--- src/hrlp_pkg.sv ---
`default_nettype none

package hrlp_pkg;

	// result status codes
	typedef enum logic [1:0] {
		ST_OK      = 2'd0,
		ST_METHOD  = 2'd1,
		ST_URI     = 2'd2,
		ST_VERSION = 2'd3
	} status_t;

	// method codes
	typedef enum logic [3:0] {
		M_NONE    = 4'd0,
		M_OPTIONS = 4'd1,
		M_GET     = 4'd2,
		M_HEAD    = 4'd3,
		M_POST    = 4'd4,
		M_PUT     = 4'd5,
		M_DELETE  = 4'd6,
		M_TRACE   = 4'd7,
		M_CONNECT = 4'd8
	} method_t;

	localparam int URI_LEN_WIDTH = 16;

	// one parsed request line
	typedef struct packed {
		status_t                   status;
		method_t                   method;
		logic [3:0]                uri_start;
		logic [URI_LEN_WIDTH-1:0]  uri_length;
		logic [3:0]                major_ver;
		logic [3:0]                minor_ver;
	} result_t;

	// number of letters in the method name
	function automatic logic [3:0] method_len(input method_t m);
		logic [3:0] len;
		case (m)
			M_OPTIONS: len = 4'd7;
			M_GET:     len = 4'd3;
			M_HEAD:    len = 4'd4;
			M_POST:    len = 4'd4;
			M_PUT:     len = 4'd3;
			M_DELETE:  len = 4'd6;
			M_TRACE:   len = 4'd5;
			M_CONNECT: len = 4'd7;
			default:   len = 4'd0;
		endcase
		return len;
	endfunction

	// expected upper-case letter of the method name at a position
	function automatic logic [7:0] method_char(input method_t m, input logic [2:0] pos);
		logic [63:0] txt;
		case (m)
			M_OPTIONS: txt = "OPTIONS ";
			M_GET:     txt = "GET     ";
			M_HEAD:    txt = "HEAD    ";
			M_POST:    txt = "POST    ";
			M_PUT:     txt = "PUT     ";
			M_DELETE:  txt = "DELETE  ";
			M_TRACE:   txt = "TRACE   ";
			M_CONNECT: txt = "CONNECT ";
			default:   txt = "        ";
		endcase
		return txt[8*(7-int'(pos)) +: 8];
	endfunction

	// ascii letter folding
	function automatic logic [7:0] to_upper(input logic [7:0] b);
		return (b >= "a" && b <= "z") ? b - 8'd32 : b;
	endfunction

endpackage

`default_nettype wire

--- src/hrlp_fsm.sv ---
`default_nettype none

module hrlp_fsm
	import hrlp_pkg::*;
#(
	parameter int URI_COUNT_WIDTH = 16
) (
	input  wire logic       clk,
	input  wire logic       arst_n,
	input  wire logic       step,
	input  wire logic [7:0] line_byte,
	input  wire logic       first,
	output logic            fire,
	output result_t         res
);

	typedef enum logic [2:0] {
		PH_M_FIRST,
		PH_M_SECOND,
		PH_M_REST,
		PH_SPACE,
		PH_URI_FIRST,
		PH_URI,
		PH_VERSION,
		PH_DONE
	} phase_t;

	phase_t                     phase_q, cur_phase, nxt_phase;
	method_t                    method_q, cur_method, nxt_method;
	logic [3:0]                 pos_q, cur_pos, nxt_pos;
	logic [URI_COUNT_WIDTH-1:0] cnt_q, cur_cnt, nxt_cnt;
	logic [3:0]                 major_q, cur_major, nxt_major;
	logic [3:0]                 minor_q, cur_minor, nxt_minor;
	logic [7:0]                 up;
	logic                       byte_num;
	status_t                    st;
	logic [URI_LEN_WIDTH-1:0]   uri_len;

	// restart on first flag
	always_comb begin
		cur_phase  = first ? PH_M_FIRST : phase_q;
		cur_method = first ? M_NONE : method_q;
		cur_pos    = first ? 4'd0 : pos_q;
		cur_cnt    = first ? '0 : cnt_q;
		cur_major  = first ? 4'd0 : major_q;
		cur_minor  = first ? 4'd0 : minor_q;
	end

	assign up       = to_upper(line_byte);
	assign byte_num = (line_byte >= "0") && (line_byte <= "9");

	// next state and result for one byte
	always_comb begin
		nxt_phase  = cur_phase;
		nxt_method = cur_method;
		nxt_pos    = cur_pos;
		nxt_cnt    = cur_cnt;
		nxt_major  = cur_major;
		nxt_minor  = cur_minor;
		fire       = 1'b0;
		st         = ST_OK;
		case (cur_phase)
			PH_M_FIRST: begin
				nxt_pos   = 4'd1;
				nxt_phase = PH_M_REST;
				case (up)
					"O": nxt_method = M_OPTIONS;
					"G": nxt_method = M_GET;
					"H": nxt_method = M_HEAD;
					"D": nxt_method = M_DELETE;
					"T": nxt_method = M_TRACE;
					"C": nxt_method = M_CONNECT;
					"P": begin
						nxt_pos   = cur_pos;
						nxt_phase = PH_M_SECOND;
					end
					default: begin
						fire       = 1'b1;
						st         = ST_METHOD;
						nxt_method = M_NONE;
						nxt_cnt    = '0;
						nxt_pos    = cur_pos;
						nxt_phase  = PH_DONE;
					end
				endcase
			end
			PH_M_SECOND: begin
				nxt_pos   = 4'd2;
				nxt_phase = PH_M_REST;
				if (up == "O") begin
					nxt_method = M_POST;
				end else if (up == "U") begin
					nxt_method = M_PUT;
				end else begin
					fire       = 1'b1;
					st         = ST_METHOD;
					nxt_method = M_NONE;
					nxt_cnt    = '0;
					nxt_pos    = cur_pos;
					nxt_phase  = PH_DONE;
				end
			end
			PH_M_REST: begin
				if (cur_pos >= method_len(cur_method) ||
				    up != method_char(cur_method, cur_pos[2:0])) begin
					fire       = 1'b1;
					st         = ST_METHOD;
					nxt_method = M_NONE;
					nxt_cnt    = '0;
					nxt_phase  = PH_DONE;
				end else begin
					nxt_pos = cur_pos + 4'd1;
					if (cur_pos + 4'd1 >= method_len(cur_method)) begin
						nxt_phase = PH_SPACE;
					end
				end
			end
			PH_SPACE: begin
				if (line_byte != " ") begin
					fire      = 1'b1;
					st        = ST_URI;
					nxt_phase = PH_DONE;
				end else begin
					nxt_phase = PH_URI_FIRST;
				end
			end
			PH_URI_FIRST: begin
				if (line_byte == " " || line_byte == 8'd0) begin
					fire      = 1'b1;
					st        = ST_URI;
					nxt_phase = PH_DONE;
				end else begin
					nxt_cnt   = URI_COUNT_WIDTH'(1);
					nxt_phase = PH_URI;
				end
			end
			PH_URI: begin
				if (line_byte == 8'd0) begin
					fire      = 1'b1;
					st        = ST_VERSION;
					nxt_phase = PH_DONE;
				end else if (line_byte == " ") begin
					nxt_pos   = 4'd0;
					nxt_phase = PH_VERSION;
				end else if (!(&cur_cnt)) begin
					nxt_cnt = cur_cnt + URI_COUNT_WIDTH'(1);
				end
			end
			PH_VERSION: begin
				nxt_pos = cur_pos + 4'd1;
				fire    = 1'b1;
				st      = ST_VERSION;
				case (cur_pos)
					4'd0: fire = (line_byte != "H");
					4'd1: fire = (line_byte != "T");
					4'd2: fire = (line_byte != "T");
					4'd3: fire = (line_byte != "P");
					4'd4: fire = (line_byte != "/");
					4'd5: begin
						fire      = !byte_num;
						nxt_major = line_byte[3:0];
					end
					4'd6: fire = (line_byte != ".");
					4'd7: begin
						fire      = !byte_num;
						nxt_minor = line_byte[3:0];
					end
					4'd8: fire = (line_byte != 8'h0d);
					4'd9: begin
						if (line_byte == 8'h0a) begin
							st = ST_OK;
						end
					end
					default: fire = 1'b1;
				endcase
				if (fire) begin
					nxt_phase = PH_DONE;
					nxt_pos   = cur_pos;
					nxt_major = cur_major;
					nxt_minor = cur_minor;
				end
			end
			default: begin
				nxt_phase = PH_DONE;
			end
		endcase
	end

	// uri length saturates at the field width when the counter is wider, else is zero-extended
	generate
		if (URI_COUNT_WIDTH > URI_LEN_WIDTH) begin : g_sat
			assign uri_len = (|nxt_cnt[URI_COUNT_WIDTH-1:URI_LEN_WIDTH]) ?
				'1 : nxt_cnt[URI_LEN_WIDTH-1:0];
		end else begin : g_ext
			assign uri_len = URI_LEN_WIDTH'(nxt_cnt);
		end
	endgenerate

	// result fields
	always_comb begin
		res.status     = st;
		res.method     = nxt_method;
		res.uri_start  = (nxt_method != M_NONE) ? method_len(nxt_method) + 4'd1 : 4'd0;
		res.uri_length = uri_len;
		res.major_ver  = (st == ST_OK) ? cur_major : 4'd0;
		res.minor_ver  = (st == ST_OK) ? cur_minor : 4'd0;
	end

	// parser state
	always_ff @(posedge clk or negedge arst_n) begin
		if (!arst_n) begin
			phase_q  <= PH_M_FIRST;
			method_q <= M_NONE;
			pos_q    <= 4'd0;
			cnt_q    <= '0;
			major_q  <= 4'd0;
			minor_q  <= 4'd0;
		end else if (step) begin
			phase_q  <= nxt_phase;
			method_q <= nxt_method;
			pos_q    <= nxt_pos;
			cnt_q    <= nxt_cnt;
			major_q  <= nxt_major;
			minor_q  <= nxt_minor;
		end
	end

endmodule

`default_nettype wire

--- src/http_request_line_parser_core.sv ---
// HTTP request line parser.
// Input channel: one byte of a request line per transaction (line_byte),
// with first set on the opening byte of each new line; line_valid/line_stall.
// Output channel: one result transaction per line (status, method, uri
// offset and length, version digits), issued at the closing LF or at the
// first error; result_valid/result_stall. Bytes after a result are dropped
// until the next byte flagged first.
// Throughput: one byte per cycle while no held result stalls, set by the
// byte-wide state machine between the input register and result register.
// Path: the byte that ends the line is held in the input register, and its
// result is written to the result register when that register can take it.
// Reset: clears both registers' valid flags and puts the parser in the
// state awaiting the first method byte, so a missing first flag after
// reset behaves as a set one.
// Stall: a stalled result is held; the input register still drains into
// the result register as it empties, and line_stall rises only while the
// input register holds a byte and a full result register is stalled.
`default_nettype none

module http_request_line_parser_core
	import hrlp_pkg::*;
#(
	parameter int URI_COUNT_WIDTH = 16
) (
	input  wire logic        clk,
	input  wire logic        arst_n,
	input  wire logic        line_valid,
	output logic             line_stall,
	input  wire logic [7:0]  line_byte,
	input  wire logic        first,
	output logic             result_valid,
	input  wire logic        result_stall,
	output logic [1:0]       status,
	output logic [3:0]       method,
	output logic [3:0]       uri_start,
	output logic [15:0]      uri_length,
	output logic [3:0]       major_ver,
	output logic [3:0]       minor_ver
);

	logic       valid_s1;
	logic [7:0] byte_s1;
	logic       first_s1;
	logic       adv;
	logic       step;
	logic       fire;
	result_t    res;
	logic       res_valid_q;
	result_t    res_q;

	// input register moves on when the result register can take a result
	assign adv        = !res_valid_q || !result_stall;
	assign line_stall = valid_s1 && !adv;
	assign step       = valid_s1 && adv;

	always_ff @(posedge clk or negedge arst_n) begin
		if (!arst_n) begin
			valid_s1 <= 1'b0;
		end else if (!line_stall) begin
			valid_s1 <= line_valid;
		end
	end

	always_ff @(posedge clk) begin
		if (line_valid && !line_stall) begin
			byte_s1  <= line_byte;
			first_s1 <= first;
		end
	end

	hrlp_fsm #(
		.URI_COUNT_WIDTH(URI_COUNT_WIDTH)
	) u_fsm (
		.clk      (clk),
		.arst_n   (arst_n),
		.step     (step),
		.line_byte(byte_s1),
		.first    (first_s1),
		.fire     (fire),
		.res      (res)
	);

	// result register
	always_ff @(posedge clk or negedge arst_n) begin
		if (!arst_n) begin
			res_valid_q <= 1'b0;
		end else if (adv) begin
			res_valid_q <= step && fire;
		end
	end

	always_ff @(posedge clk) begin
		if (step && fire) begin
			res_q <= res;
		end
	end

	assign result_valid = res_valid_q;
	assign status       = res_q.status;
	assign method       = res_q.method;
	assign uri_start    = res_q.uri_start;
	assign uri_length   = res_q.uri_length;
	assign major_ver    = res_q.major_ver;
	assign minor_ver    = res_q.minor_ver;

`ifndef SYNTHESIS
	// input only backs up behind a held result
	a_stall_cause: assert property (@(posedge clk) disable iff (!arst_n)
		line_stall |-> (valid_s1 && res_valid_q && result_stall))
		else $error("input stalled without a held result");

	// a good line always names a method
	a_ok_method: assert property (@(posedge clk) disable iff (!arst_n)
		(result_valid && status == ST_OK) |-> (method != M_NONE && uri_start != 4'd0))
		else $error("ok result without a method");

	// unknown method carries no uri
	a_method_err: assert property (@(posedge clk) disable iff (!arst_n)
		(result_valid && status == ST_METHOD) |->
		(method == M_NONE && uri_start == 4'd0 && uri_length == 16'd0))
		else $error("method error with uri fields set");

	// version digits only on a good line
	a_version_err: assert property (@(posedge clk) disable iff (!arst_n)
		(result_valid && status != ST_OK) |->
		(major_ver == 4'd0 && minor_ver == 4'd0))
		else $error("version digits on an error result");
`endif

endmodule

`default_nettype wire
--- config.mk ---
export PLATFORM = sky130hd
export DESIGN_NAME = http_request_line_parser_core
export DESIGN_NICKNAME = d
export VERILOG_FILES = /design/src/hrlp_pkg.sv /design/src/hrlp_fsm.sv /design/src/http_request_line_parser_core.sv
export SDC_FILE = /design/constraint.sdc
export NUM_CORES = 1
export LEC_CHECK = 0
export ABC_AREA = 0
export BUFFER_PORTS_ARGS = -buffer_cell sky130_fd_sc_hd__buf_4
export CAP_MARGIN = 10
export CORE_AREA = 2 2 144 146
export CTS_CLUSTER_SIZE = 12
export DETAILED_ROUTE_END_ITERATION = 6
export DIE_AREA = 0 0 146 148
export HOLD_SLACK_MARGIN = 0.12
export PLACE_DENSITY = 0.54
export SLEW_MARGIN = 30
export SYNTH_ARGS = -nofsm -noshare
export SYNTH_HDL_FRONTEND = slang
export SYNTH_SLANG_ARGS = --single-unit
--- constraint.sdc ---
create_clock -name clk -period 5.9 [get_ports clk]
set_input_delay 0.59 -clock clk [delete_from_list [all_inputs] [get_ports clk]]
set_output_delay 0.59 -clock clk [all_outputs]
set_load 0.01 [all_outputs]
# == Word level (Yosys, flattened, before mapping) ==
# Memories as Yosys holds them, arrays and structs flattened.
# Index checks and enable logic that the tools add are counted.
# Widths: inputs -> output; s select.
# classes
addsub,5
mul,0
div_mod_pow,0
order_cmp,6
n_eq_ne,33
n_shift,1
n_mux,70
bitwise_logic,0
n_reduce_logical,24
# op_table
op,n
$mux 16,9
$mux 4,22
$pmux 16 s5,1
$eq 8x7->1 const B,8
$mux 64,1
$shiftx 64x32->8,1
$pmux 4 s7,1
$mux 3,9
$ne 8x6->1 const B,3
$ne 8x7->1 const B,3
$pmux 3 s7,1
$pmux 4 s5,1
$add 16x1->16 const B,1
$eq 4x3->1 const B,4
$mux 2,8
$reduce_and 16->1,1
$pmux 1 s7,2
$pmux 2 s7,1
$pmux 4 s3,1
$mux 1,11
$eq 3x3->1 const B,3
$add 4x1->4 const B,2
$eq 4x2->1 const B,2
$eq 4x4->1 const B,2
27 further kinds,41
# totals
ff_bits,80
latchBits,0
ram_bits,0
romBits,896
inputBits,13
output_inout_bits,36
wordCells,159
n_memories,4
# mem_list
name,words,width,rd,rd_ports_with_merged_regs,wr,line,source
(no name shown),16,47,1,0,0,hrlp_pkg.sv:58,case (m)
(no name shown),16,3,1,0,0,hrlp_pkg.sv:41,case (m)
(no name shown),16,3,1,0,0,hrlp_pkg.sv:41,
(no name shown),16,3,1,0,0,hrlp_pkg.sv:41,

# == Longest topological paths before layout ==
# depth
depth_word,12
ltp_mapped,22
mapped_depth_nobuf,21

# == By module ==
# A second synthesis with hierarchy kept.
# unflattened
cells_unflattened,694
area_unflattened_um2,5948.2
# modules_own_cells
mod,instances,cells_each,area_per_inst_um2,seq_area_each_um2
hrlp_fsm,1,640,4558.1,875.8
http_request_line_parser_core,1,54,1390.1,1341.3

# == Worst setup path after synthesis ==
# No wires, ideal clock.
# synth_timing
path_kind,flip-flop to flip-flop
startpoint,register first_s1
endpoint,"register res_q (netlist bit uri_start[2]), data pin"
setup_ns,0.269
t_arrival_ns,5.149
required_time_ns,5.631
setup_slack_ns,0.482
path_stages_with_launch,23
path_buffers,5
synth_period_minus_slack_ns,5.418
cell_sequence,edfxtp_1 > buf_2 > clkbuf_1 > buf_1 > clkbuf_1 > clkbuf_1 > o22ai_1 > ha_1 > nand2b_1 > a21o_1 > a2111oi_0 > o21ai_0 > nor4_4 > a32oi_2 > a21oi_1 > a21oi_1 > ha_1 > mux2_2 > mux2i_1 > ha_1 > inv_1 > a221oi_1 > a311oi_2
# synth_between
elab_chain_cells,10
elab_cells_between_ends,21
cone_classes,add/sub: 2; order compare: 1; eq/ne: 3; shift: 1; mux: 8; reduce/logical: 3; memory: 3
# synth_lines
item,line,source
from (decl),http_request_line_parser_core.sv:43,logic first_s1;
from (signal assigned),http_request_line_parser_core.sv:67,first_s1 <= first;
$mux 4,hrlp_fsm.sv:42,cur_method = first ? M_NONE : method_q;
$mem_v2 16x47,--,
$mux 64,hrlp_fsm.sv:62,case (cur_phase)
$shiftx 64x32->8,hrlp_pkg.sv:69,return txt[8*(7-int'(pos)) +: 8];
$ne 8x8->1,hrlp_fsm.sv:105,"up != method_char(cur_method, cur_pos[2:0])) begin"
$logic_or 1x1->1,hrlp_fsm.sv:104,if (cur_pos >= method_len(cur_method) ||
$mux 4,hrlp_fsm.sv:104,
$pmux 4 s3 *,hrlp_fsm.sv:62,
$mem_v2 16x3,--,
$add 4x1->4,hrlp_fsm.sv:203,res.uri_start = (nxt_method != M_NONE) ? method_len(nxt_method) + 4'd1 : 4'd0;
to (signal assigned),http_request_line_parser_core.sv:94,res_q <= res;
to (decl),http_request_line_parser_core.sv:49,result_t res_q;
# Mark *: on every way between the ends. The rest lies on a longest branch, timed or not. The select of a mux whose other input is x is not followed.
# A chain may end at the register's enable or synchronous reset.

# == Final worst setup path ==
# layout_timing
startpoint,register u_fsm.method_q[2]
endpoint,"register res_q (netlist bit uri_start[2]), data pin"
# layout_between
elab_chain_cells,10
elab_cells_between_ends,15
cone_classes,add/sub: 1; order compare: 1; eq/ne: 1; shift: 1; mux: 6; reduce/logical: 2; memory: 3
# layout_lines
item,line,source
from (decl),hrlp_fsm.sv:29,"method_t method_q, cur_method, nxt_method;"
from (signal assigned),hrlp_fsm.sv:220,method_q <= nxt_method;
$mux 4 *,hrlp_fsm.sv:42,
$mem_v2 16x47,--,
$mux 64,hrlp_fsm.sv:62,
$shiftx 64x32->8,hrlp_pkg.sv:69,
$ne 8x8->1,hrlp_fsm.sv:105,
$logic_or 1x1->1,hrlp_fsm.sv:104,
$mux 4,hrlp_fsm.sv:104,
$pmux 4 s3 *,hrlp_fsm.sv:62,
$mem_v2 16x3,--,
$add 4x1->4,hrlp_fsm.sv:203,
# Marked as above.

==> impl_summary.md <==
Outcome
The run finished with clean final reports.

Placement
Once detailed placement completed, the half-perimeter wirelength came to 11,990 um. The count of buffers added on input and output ports is between 40 and 50. Routability-driven placement finished with a final weighted congestion of 0.8964. The placed instances occupy a cell area of 6505 um2.

Synthesis
The total nets after synthesis is 705. The post-synthesis instance area is 5902 um2. Counting every instance in the synthesized netlist gives 675.

The most used flip-flop cell after synthesis is sky130_fd_sc_hd__edfxtp_1. The sequential cell area fraction in the yosys report is 0.3757. The number of warning messages in the yosys log is 0. The number of flip-flops and latches in the synthesized netlist is 80. The post-synthesis average cell area is 8.744 um2.

Of all flip-flops after synthesis, the portion carrying an async set or reset was 0.4625. Counting flops with a built-in enable in the synthesized netlist gives 43. In this run, distinct cell masters in the synthesized netlist total between 80 and 90.

GRT
The global routing stage identified its most utilized layer as met1. In the global route stage, overall resource usage came out at 0.1575. The number of antenna violations at the first check in global routing is 0. For met2 alone, demand over resource in global routing was 0.2316. The via count of the first global-routing pass is around 4.9k. The largest net degree at the start of global routing is 42. The wire length of the first global-routing pass is between 20,000 and 30,000 um. The met3 demand-to-capacity share in global routing is 0.03302. Global routing finished with a remaining overflow of 0. The met1 track utilization from global routing is 0.2317.

CTS
The number of setup buffers added after CTS is 0. In this run the clock root is driven by a sky130_fd_sc_hd__clkbuf_16. The clock reaches the later pin of the worst-skew pair after 0.35 ns. The depth of the CTS H-tree is 3. The clock drives 80 sinks. No sink is reached through more buffers than the 2 on the longest clock path.

The CTS buffer count is 9. After clock tree synthesis, the clock-pin slew on the worst setup and hold paths is 0.06 ns. The number of cells upsized or downsized after cts is 0. For this design, the CTS-stage hold fixing added 0 buffers. The CTS tree is yes.

Job
The tool flagged a number of max-cap violations equal to 0.

Detailed routing
The count of nets left with antenna violations once routing finished came out at 0. After the first detailed-routing iteration, the DRC count stood at about 540. The number of detailed-route iterations in the first pass is 5. The routed layout has 5,393 vias. The post-detailed-route wirelength per cell is 17.22 um. The count of unresolved DRC violations after routing is 0. The vias per cell is 5.509. The total detailed-routing wirelength is 16,860 um.

Finish
0 antenna diodes ended up in the layout. The area growth from synthesis to final layout is 15.94%. The utilization after layout is 0.3415. Summing all flip-flop and latch instances after layout gives 2217 um2. The library cell used most frequently in the layout, excluding fill and tap cells, is sky130_fd_sc_hd__nand2_1. Of the cells placed in the final design, the portion with a size suffix greater than 1 is 0.1580. In the layout the commonest cells are 68 x sky130_fd_sc_hd__nand2_1, 63 x sky130_fd_sc_hd__buf_4, 55 x sky130_fd_sc_hd__nor2_1, 48 x sky130_fd_sc_hd__o21ai_0, 43 x sky130_fd_sc_hd__edfxtp_1.

The finished layout cell area is 6843 um2. The area occupied by multi-input gates is 3392 um2. The filler cell count in the final layout is approximately 2.1k. After the last flow step, the layout net total stands at 734.

Power
The internal power is 1.362 mW. Of the total power, the share spent switching nets is 0.3723. Summed over all nets, the switching power comes to 807.9 uW. For this design the ratio of total power to cell area is roughly 320 nW/um2. The clock network fraction of total power is 0.280. The leakage power figure is 2.756 nW. The share of total power dissipated in sequential elements is 0.370.

IR analysis of the VDD net gives a maximum drop of between 0.15 and 0.2 mV. Of the total power, combinational logic draws 0.351. The total power is 2.170 mW.

Die
The region available for standard cell placement spans 20,040 um2. The horizontal die dimension is 146 um. For this configuration, the core starts out at a cell density of 0.2945. The die is 148 um tall.

The number of top-level pins is 49. The die covers roughly 22,000 um2. The floorplan row count is 52.

Timing
The number of endpoints failing setup at the final stage is 0. Clock skew on the completed layout was measured at roughly 0.011 ns. The transition time at the pin with the least slew margin is 0.8439 ns. Setup repair after global routing left no endpoint under its margin.

The number of hold violations in the final report is 0. The ratio of final minimum period to clock period is 0.9037. The total negative setup slack is 0 ns. The clock period could shrink to 5.332 ns. The count of pins over their slew limit is 0. The peak clock frequency supported by timing is 187.6 MHz. The worst slew slack as a fraction of its limit is 0.4360.

Worst setup path
STA puts the critical path data arrival time at 5.42 ns. At the worst endpoint, the required time is 5.99 ns. STA classifies the critical path startpoint as a flip-flop. STA classifies the critical path endpoint as a flip-flop. In this run the worst path has a maximum fanout of 6. By startpoint and endpoint, the worst setup path is classified as reg -> reg.

Min path
The tightest min-delay check is of the in -> async type.
==> critical path, stage by stage, from the launching register on <==
cell and delay [ns]:
sky130_fd_sc_hd__dfrtp_1 0.38, sky130_fd_sc_hd__or3b_1 0.52, sky130_fd_sc_hd__nor2_1 0.29, sky130_fd_sc_hd__a21oi_1 0.07, sky130_fd_sc_hd__o22ai_1 0.24, sky130_fd_sc_hd__ha_1 0.29
sky130_fd_sc_hd__nand2b_1 0.15, sky130_fd_sc_hd__a21o_1 0.18, sky130_fd_sc_hd__a2111oi_0 0.44, sky130_fd_sc_hd__o21ai_0 0.24, sky130_fd_sc_hd__nor4_4 0.37, sky130_fd_sc_hd__a32oi_2 0.23
sky130_fd_sc_hd__a21oi_1 0.20, sky130_fd_sc_hd__a21oi_1 0.10, sky130_fd_sc_hd__ha_1 0.39, sky130_fd_sc_hd__mux2_2 0.28, sky130_fd_sc_hd__mux2i_1 0.14, sky130_fd_sc_hd__ha_1 0.18
sky130_fd_sc_hd__inv_1 0.06, sky130_fd_sc_hd__a221oi_1 0.29, sky130_fd_sc_hd__a311oi_2 0.06
==> kinds of logic after synthesis <==
logic type               count (synthesis)  synth area share
AND/OR/NAND/NOR                        282            0.2557
flip-flops                              80            0.3757
multiplexers                             7           0.01251
AO/OA/AOI/OAI                          202            0.2453
buffers and inverters                   72           0.05257
adder cells (fa/ha/maj)                 17           0.03604
XOR/XNOR                                15           0.02226
==> layer usage <==
metal | routed length, um | part of all wire
met5 | 0 | 0
met4 | 329 | 0.020
met3 | 1134 | 0.067
met2 | 7333 | 0.44
met1 | 8060 | 0.48
==> layout make-up <==
type	count	area share
flip-flops and latches	80	0.3240
repair buffers	63	0.06912
inverters	27	0.01481
multi-input cells	523	0.4957
well taps	270	0.04937
clock inverters	6	0.01207
clock buffers	10	0.03492
==> power by group through the flow <==
stage                     sequential [mW]  clock [mW]  combinational [mW]
after floorplan                     0.784           0               0.501
after global placement              0.812           0               0.758
final                               0.803       0.607               0.761
after detailed placement            0.810           0               0.757
after CTS                           0.801       0.617               0.758
after global routing                0.819       0.635               0.840
==> synth_stat cells (13+ instances only) <==
| master | number | share of area |
|---|---|---|
| sky130_fd_sc_hd__o31ai_1 | 14 | 0.018 |
| sky130_fd_sc_hd__a22o_1 | 13 | 0.019 |
| sky130_fd_sc_hd__nor3_1 | 22 | 0.019 |
| sky130_fd_sc_hd__nand2b_1 | 21 | 0.022 |
| sky130_fd_sc_hd__and2_1 | 14 | 0.015 |
| sky130_fd_sc_hd__nand3_1 | 18 | 0.015 |
| sky130_fd_sc_hd__edfxtp_1 | 43 | 0.22 |
| sky130_fd_sc_hd__a21oi_1 | 29 | 0.025 |
| sky130_fd_sc_hd__o21ai_0 | 48 | 0.041 |
| sky130_fd_sc_hd__nor2_1 | 55 | 0.035 |
| sky130_fd_sc_hd__dfrtp_1 | 37 | 0.16 |
| sky130_fd_sc_hd__and3_1 | 14 | 0.015 |
| sky130_fd_sc_hd__nor2b_1 | 20 | 0.021 |
| sky130_fd_sc_hd__inv_1 | 26 | 0.017 |
| sky130_fd_sc_hd__nand2_1 | 69 | 0.044 |
| sky130_fd_sc_hd__buf_2 | 14 | 0.012 |
| sky130_fd_sc_hd__ha_1 | 17 | 0.036 |
| sky130_fd_sc_hd__clkbuf_1 | 24 | 0.015 |
==> worst paths after layout <==
check                                               from                             to  slack (ns)  depth (start not counted)
max                        u_fsm.method_q[2]$_DFFE_PN0P_     uri_start[2]$_SDFFCE_PN0P_        0.57                         20
min                                               arst_n     u_fsm.cnt_q[6]$_DFFE_PN0P_        0.22                          1
max reg2reg                u_fsm.method_q[2]$_DFFE_PN0P_     uri_start[2]$_SDFFCE_PN0P_        0.57                         20
min reg2reg                 u_fsm.minor_q[1]$_DFFE_PN0P_   u_fsm.minor_q[1]$_DFFE_PN0P_        0.49                          1
max in group asynchronous                         arst_n  u_fsm.method_q[2]$_DFFE_PN0P_        5.32                          1
min in group clk                            line_byte[6]           byte_s1[6]$_DFFE_PP_        0.41                          1
==> per-stage QoR <==
stage               setup WS, ns  hold slack, ns  cells
global placement          0.6721          0.4790    963
floorplan                 0.4817          0.2944    675
finish                    0.5681          0.2173    979
detailed placement        0.5629          0.4798    963
global route              0.1743          0.2628    979
CTS                       0.5553          0.2367    979
==> flip-flops by register name, indices dropped and copies added (netlist names), 2 cells and up <==
name and cells:
byte_s1 8, major_ver 4, method 4, minor_ver 4
status 2, u_fsm.cnt_q 16, u_fsm.major_q 4, u_fsm.method_q 4
u_fsm.minor_q 4, u_fsm.phase_q 3, u_fsm.pos_q 4, uri_length 16
uri_start 4
(Power assumes the default switching activity.)
